## src/rtl/sprite_bounding_box_grow_macros.svh

```systemverilog
// Assertion macros shared by the sprite bounding box grower RTL.
`ifndef SPRITE_BOUNDING_BOX_GROW_MACROS_SVH
`define SPRITE_BOUNDING_BOX_GROW_MACROS_SVH
`ifndef SYNTHESIS
// property must hold at every clock edge outside reset
`define SBBG_ASSERT(lbl, prop) \
    lbl: assert property (@(posedge clk) disable iff (!rst_n) prop) \
        else $error("sbbg: property violated");
// condition must never be seen outside reset
`define SBBG_NEVER(lbl, expr) \
    lbl: assert property (@(posedge clk) disable iff (!rst_n) !(expr)) \
        else $error("sbbg: forbidden condition seen");
`else
`define SBBG_ASSERT(lbl, prop)
`define SBBG_NEVER(lbl, expr)
`endif
`endif

```

## src/rtl/sbbg_pkg.sv

```systemverilog
// Types, constants and microprogram of the sprite bounding box grower.
package sbbg_pkg;

    localparam int COORD_W = 8;
    localparam int ALPHA_W = 8;
    localparam int CFG_W   = 9;
    localparam int BOXH_W  = 9;

    localparam logic OP_LOAD  = 1'b0;
    localparam logic OP_START = 1'b1;

    localparam logic REG_IMAGE_WIDTH  = 1'b0;
    localparam logic REG_IMAGE_HEIGHT = 1'b1;

    typedef enum logic [1:0] {DIR_UP, DIR_DN, DIR_LF, DIR_RT} dir_t;
    typedef enum logic [1:0] {U_CLR, U_TEST, U_SCAN, U_LOOP} uop_t;

    localparam int UPC_W    = 4;
    localparam int PROG_LEN = 10;
    typedef logic [UPC_W-1:0] upc_t;

    localparam upc_t S_PASS    = 4'd0;
    localparam upc_t S_UP_TEST = 4'd1;
    localparam upc_t S_UP_SCAN = 4'd2;
    localparam upc_t S_DN_TEST = 4'd3;
    localparam upc_t S_DN_SCAN = 4'd4;
    localparam upc_t S_LF_TEST = 4'd5;
    localparam upc_t S_LF_SCAN = 4'd6;
    localparam upc_t S_RT_TEST = 4'd7;
    localparam upc_t S_RT_SCAN = 4'd8;
    localparam upc_t S_LOOP    = 4'd9;

    // TEST: fall through and start a scan, or jump to target when the edge test fails.
    // SCAN: hold until done; a hit grows the box and jumps to target, a miss falls through.
    // LOOP: jump to target when the pass grew, else the search is over.
    typedef struct packed {
        uop_t op;
        dir_t dir;
        upc_t target;
    } uword_t;

    typedef struct packed {
        logic run;
        uop_t op;
        dir_t dir;
        logic finish;
    } seq_ctrl_t;

    typedef struct packed {
        logic cond;
        logic scan_done;
        logic scan_hit;
        logic grew;
        logic outside;
    } dp_stat_t;

    function automatic uword_t ucode(input upc_t pc);
        uword_t w;
        unique case (pc)
            S_PASS:    w = '{op: U_CLR,  dir: DIR_UP, target: S_PASS};
            S_UP_TEST: w = '{op: U_TEST, dir: DIR_UP, target: S_DN_TEST};
            S_UP_SCAN: w = '{op: U_SCAN, dir: DIR_UP, target: S_UP_TEST};
            S_DN_TEST: w = '{op: U_TEST, dir: DIR_DN, target: S_LF_TEST};
            S_DN_SCAN: w = '{op: U_SCAN, dir: DIR_DN, target: S_DN_TEST};
            S_LF_TEST: w = '{op: U_TEST, dir: DIR_LF, target: S_RT_TEST};
            S_LF_SCAN: w = '{op: U_SCAN, dir: DIR_LF, target: S_LF_TEST};
            S_RT_TEST: w = '{op: U_TEST, dir: DIR_RT, target: S_LOOP};
            S_RT_SCAN: w = '{op: U_SCAN, dir: DIR_RT, target: S_RT_TEST};
            S_LOOP:    w = '{op: U_LOOP, dir: DIR_UP, target: S_PASS};
            default:   w = '{op: U_LOOP, dir: DIR_UP, target: S_PASS};
        endcase
        return w;
    endfunction

endpackage

```

## src/rtl/sbbg_seq.sv

```systemverilog
// Microcode sequencer: step counter, program fetch and conditional jumps.
`include "sprite_bounding_box_grow_macros.svh"
module sbbg_seq (
    input  logic                 clk,
    input  logic                 rst_n,
    input  logic                 start,
    input  logic                 out_free,
    input  sbbg_pkg::dp_stat_t   stat,
    output sbbg_pkg::seq_ctrl_t  ctrl
);
    import sbbg_pkg::*;

    logic   run_reg, run_next;
    upc_t   pc_reg, pc_next;
    uword_t uw;
    logic   finish_req;

    assign uw = ucode(pc_reg);

    // an outside seed skips the program altogether
    assign finish_req = run_reg && (stat.outside || (uw.op == U_LOOP && !stat.grew));

    assign ctrl.run    = run_reg;
    assign ctrl.op     = uw.op;
    assign ctrl.dir    = uw.dir;
    assign ctrl.finish = finish_req && out_free;

    always_comb
    begin
        run_next = run_reg;
        pc_next  = pc_reg;
        if (start)
        begin
            run_next = 1'b1;
            pc_next  = S_PASS;
        end
        else if (run_reg)
        begin
            if (finish_req)
            begin
                if (out_free)
                begin
                    run_next = 1'b0;
                end
            end
            else
            begin
                unique case (uw.op)
                    U_CLR:  pc_next = pc_reg + 1'b1;
                    U_TEST: pc_next = stat.cond ? pc_reg + 1'b1 : uw.target;
                    U_SCAN:
                    begin
                        if (stat.scan_done)
                        begin
                            pc_next = stat.scan_hit ? uw.target : pc_reg + 1'b1;
                        end
                    end
                    U_LOOP: pc_next = uw.target;
                endcase
            end
        end
    end

    always_ff @(posedge clk or negedge rst_n)
    begin
        if (!rst_n)
        begin
            run_reg <= 1'b0;
            pc_reg  <= S_PASS;
        end
        else
        begin
            run_reg <= run_next;
            pc_reg  <= pc_next;
        end
    end

    `SBBG_NEVER(a_no_start_while_busy, run_reg && start)
    `SBBG_ASSERT(a_pc_in_program, run_reg |-> (pc_reg < UPC_W'(PROG_LEN)))
    `SBBG_ASSERT(a_finish_ends_run, ctrl.finish |=> !run_reg)

endmodule

```

## config.mk

```make
export PLATFORM = sky130hd
export DESIGN_NAME = sbbg_seq
export DESIGN_NICKNAME = d
export VERILOG_FILES = /design/src/rtl/sbbg_pkg.sv /design/src/rtl/sbbg_seq.sv
export VERILOG_INCLUDE_DIRS = /design/src /design/src/rtl
export SDC_FILE = /design/constraint.sdc
export NUM_CORES = 1
export LEC_CHECK = 0
export ABC_AREA = 1
export BUFFER_PORTS_ARGS = -buffer_cell sky130_fd_sc_hd__buf_2
export CAP_MARGIN = 20
export CORE_UTILIZATION = 35
export DETAILED_ROUTE_END_ITERATION = 8
export PLACE_DENSITY_LB_ADDON = 0.08
export SLEW_MARGIN = 0
export SYNTH_ARGS = -nofsm -noshare
export SYNTH_HDL_FRONTEND = slang
export SYNTH_SLANG_ARGS = --single-unit
```

## constraint.sdc

```tcl
create_clock -name clk -period 2.1 [get_ports clk]
set_input_delay 0.42 -clock clk [delete_from_list [all_inputs] [get_ports clk]]
set_output_delay 0.42 -clock clk [all_outputs]
set_load 0.05 [all_outputs]
```

After elaboration in Yosys (flattened, before gate mapping)
Memory sizes are Yosys's and may differ from the RTL's.
Cells that the tools add are included.
Word-level totals
  output and inout port bits: 6
  register bits after elaboration: 5
  input port bits: 9
  ROM bits: 128
  logic and storage cells: 28
  memories kept: 1
Operators by class
  equality and inequality tests: 5
  reduce and logical (&&, ||, !) cells: 8
  add/subtract/negate cells: 1
  mux-type cells: 11
Memories
  (no name shown): depth 16, width 8, rd ports 1, clocked after Yosys merged registers in 0, write ports 0, line sbbg_pkg.sv:59  | unique case (pc)
Operators with widths (count)
  4-bit two-way mux: 6
  4-bit one-hot mux with 4 select lines: 1
  4-bit by 1-bit adder with 4-bit output, second input constant: 1
  2-bit equality test, second input constant: 2
  1-bit two-way mux: 4
  1-bit logical AND: 3
  3-bit inequality test, second input constant: 1
  3-bit AND reduction: 1
  2-bit by 1-bit equality test with 1-bit output, second input constant: 1
  2-bit logical NOT: 1
  2-bit inequality test, second input constant: 1
  2-bit nonzero test: 1
  1-bit logical NOT: 1
  1-bit logical OR: 1

Depth between registers and ports, before layout
An unclocked memory read counts as a cell.
  depth after elaboration: 8
  depth in mapped cells: 12
  depth with buffers taken out: 12

Least setup slack after synthesis
Ideal clock, no wire load.
  path kind: register -> output
  start: reg pc_reg[0]
  end: out ctrl[0] (netlist name)
  stages on the path, launching flop included: 9
  arrival time: 1.718 ns
  setup slack: -0.038 ns
  required time: 1.680 ns
  buffers on the path: 0
  cell sequence: dfrtp_1 inv_2 ha_1 nand2_1 nand2_2 nand2_2 nor2_2 nor2_4 nor2_2
RTL lines
  start: declaration: line sbbg_seq.sv:14  | upc_t pc_reg, pc_next;
  start signal: assignment: line sbbg_seq.sv:74  | pc_reg <= pc_next;
  end: declaration: line sbbg_seq.sv:9  | output sbbg_pkg::seq_ctrl_t ctrl

==> results.py <==
metrics = {
    "run_status": {
        "outcome": "finished clean",
    },
    "power_and_ir_drop": {
        "p_leak_uw": 0.000442,
        "powerDensity_mw_per_mm2": 484,
        "ir_drop_uv": 269,
    },
    "floorplanning": {
        "coreArea_mm2": 0.00158,
        "die_h_um": 44.1,
        "die_w_um": 44.1,
        "die_area_mm2": 0.00194,
        "start_util": 0.393,
        "std_cell_rows": 14,
        "pin_count": 15,
    },
    "synth": {
        "syn_area_um2": 619,
        "netlist_top_cells_count": "nand2_1 (29), nand3_1 (11), inv_1 (8), nor2_1 (8), nand2_2 (7)",
        "ys_warn_count": 0,
        "synth-seq-cells": 5,
        "synthFlopType": "dfrtp_1",
        "synth.most_common_cell": "nand2_1",
        "synth_top_area_share": 0.202,
        "synth_fp_nets": 112,
        "postSynth.asyncResetShare": 1.00,
        "avgSynthCellArea_um2": 6.38,
        "syn_inst": 97,
        "synthTopCellsByArea": "dfrtp_1 (20%), nand2_1 (18%), ha_1 (12%)",
        "seq_area_frac_synth": 0.202,
        "yosysTopAreaCell": "dfrtp_1",
        "synth_cell_types": 16,
        "synth-edff-count": 0,
    },
    "setup_path": {
        "r2r-start": "pc_reg[1]",
        "critPathMaxStageDelay_ns": 0.38,
        "arrival_ns": 1.57,
        "reg2regPathDepth": 12,
        "rrSetupSlack_ns": 0.37,
        "cp_max_fo": 6,
        "crit_type": "flop to primary output",
        "path_cells": "inv_2 -> ha_2 -> nand2_1 -> o21ai_0 -> a21oi_2 -> buf_2",
        "r2r_end": "pc_reg[2]",
        "cp.required_ns": 1.68,
        "cp-start-kind": "flop",
        "startpoint": "pc_reg[0]",
        "end_kind": "primary output",
        "cpMaxStageDelayCell": "dfrtp_1",
        "worstSetupEndpoint": "ctrl[1]",
    },
    "clock_tree": {
        "cts_max_level": 1,
        "cts_tree": "built",
        "clock_insertion_delay_worst_skew_ns": 0.23,
        "numCtsBuffers": 3,
        "clk_pin_slew_ns": 0.04,
        "cts_num_sinks": 5,
        "cts.path.max_buffers": 2,
        "cts-root-buf": "clkbuf_4",
    },
    "route": {
        "dr_total_vias": 639,
        "antenna_left": 0,
        "drtIter0Drc": 7,
        "routed_wl_um": 1390,
        "wire_per_inst_um": 10.3,
        "drc_errors": 0,
        "drtPass1Iterations": 6,
        "drt-vias-per-instance": 4.73,
    },
    "placed_design": {
        "port_buffers": 14,
        "hpwl_um": 1140,
        "gp_congestion": 0.848,
    },
    "global_routing": {
        "grt_antenna_before_repair": 0,
        "grt_start_max_net_pins": 10,
        "grt_pass1_wl_um": 2470,
        "grt.overflow.total": 0,
        "first_global_vias": 617,
        "grtUsageTotal": 0.173,
    },
    "sta": {
        "hold_violations": 0,
        "final.setup_skew_ns": 0.000948,
        "worst_pin_slew_ns": 0.337,
        "slew_headroom": 0.776,
        "clock.fmax_mhz": 501,
        "post-route-min-period_ns": 1.99,
        "setup_viol": 0,
        "timing.final.crit_share": 0.950,
        "fin_setup_tns_ns": 0,
        "rsz0062_at_grt": "false",
        "maxSlewViolCount": 0,
        "whs_ns": 0.484,
    },
    "cells_and_area": {
        "largest_reg_flops": 4,
        "antenna_cells": 0,
        "syn_to_final_growth_pct": 27.7,
        "drive_above_1_share": 0.387,
        "finalNetCount": 135,
    },
    "min_path": {
        "hold_path.class": "primary input to flop",
    },
    "flow_run": {
        "max-cap-violations": 0,
    },
}
==> power breakdown <==
group          total, uW  internal [uW]  switching [uW]
logic                170           61.5             109
clock network        106           71.5            34.4
registers            106            102            4.10
total                383            235             147
==> worst min-delay path by stage <==
| stage | start | to | slack (ns) | cells after the start |
|---|---|---|---|---|
| after floorplan | rst_n | pc_reg[0] | 0.12 | 0 |
| after global placement | rst_n | pc_reg[3] | 0.24 | 1 |
| after detailed placement | rst_n | pc_reg[3] | 0.24 | 1 |
| after CTS | start | pc_reg[0] | 0.48 | 4 |
| after global routing | start | pc_reg[1] | 0.51 | 4 |
| final | start | pc_reg[0] | 0.48 | 4 |
==> worst max-delay path, delay by kind of cell (launching register included) <==
family | cells | cell delay, ns
AO/OA/AOI/OAI | 2 | 0.22
adder cells (fa/ha/maj) | 1 | 0.29
buffers and inverters | 2 | 0.37
AND/OR/NAND/NOR | 1 | 0.08
flip-flops | 1 | 0.38
==> per-stage QoR <==
| stage | setup WS [ns] | util | std cells | cell area [um^2] | power (uW) |
|---|---|---|---|---|---|
| floorplan | 0.120 | - | 97 | 628 | 229 |
| global placement | 0.291 | 0.465 | 129 | 733 | 272 |
| detailed placement | 0.258 | 0.465 | 129 | 733 | 270 |
| CTS | 0.00336 | 0.488 | 134 | 769 | 383 |
| global route | 0.00580 | 0.502 | 135 | 791 | 413 |
| finish | 0.106 | 0.502 | 135 | 791 | 383 |
==> final cells by class <==
type | count | area [um^2]
clock buffer | 4 | 26.3
fill | 162 | 786
inverter | 13 | 48.8
multi-input combinational | 78 | 454
sequential | 5 | 125
tap | 16 | 20.0
timing repair buffer | 19 | 116
==> metal layers <==
layer | track usage | vias up | part of all wire
li1 | - | 347 | -
met5 | 0 | - | 0
met2 | 0.274 | 13 | 0.51
met3 | 0.0245 | 0 | 0.022
met1 | 0.228 | 279 | 0.47
met4 | 0.0909 | 0 | 0
==> placed cells by master, fill, tap and decap left out <==
cell type,synthesis,layout
nand2_1,29,29
buf_2,0,13
nand3_1,11,11
nand2_2,7,7
nor2_1,8,7
inv_1,8,7
inv_2,5,6
dfrtp_1,5,5
o21ai_0,4,4
nor2_4,3,4
ha_1,6,4
buf_4,1,4
nor2_2,3,3
clkbuf_4,0,3
nand2_4,2,2
nand3b_1,2,2
ha_2,0,2
a21oi_1,2,1
a21oi_2,0,1
o21ai_1,1,1
clkbuf_1,0,1
dlygate4sd3_1,0,1
buf_6,0,1
==> cells by family (layout without fill, tap and decap cells) <==
group                    Yosys count  in the layout  synth area share
AND/OR/NAND/NOR                   65             65             0.529
AO/OA/AOI/OAI                      7              7            0.0566
flip-flops                         5              5             0.202
buffers and inverters             14             36            0.0909
adder cells (fa/ha/maj)            6              6             0.121
==> timing repair <==
item | CTS | global route
setup endpoints to repair | 0 | 1
buffers inserted | 0 | 1
hold buffers | 1 | 0
endpoints found under the hold margin | 5 | 0
resized for setup | 0 | 7
(Power assumes the default switching activity.)
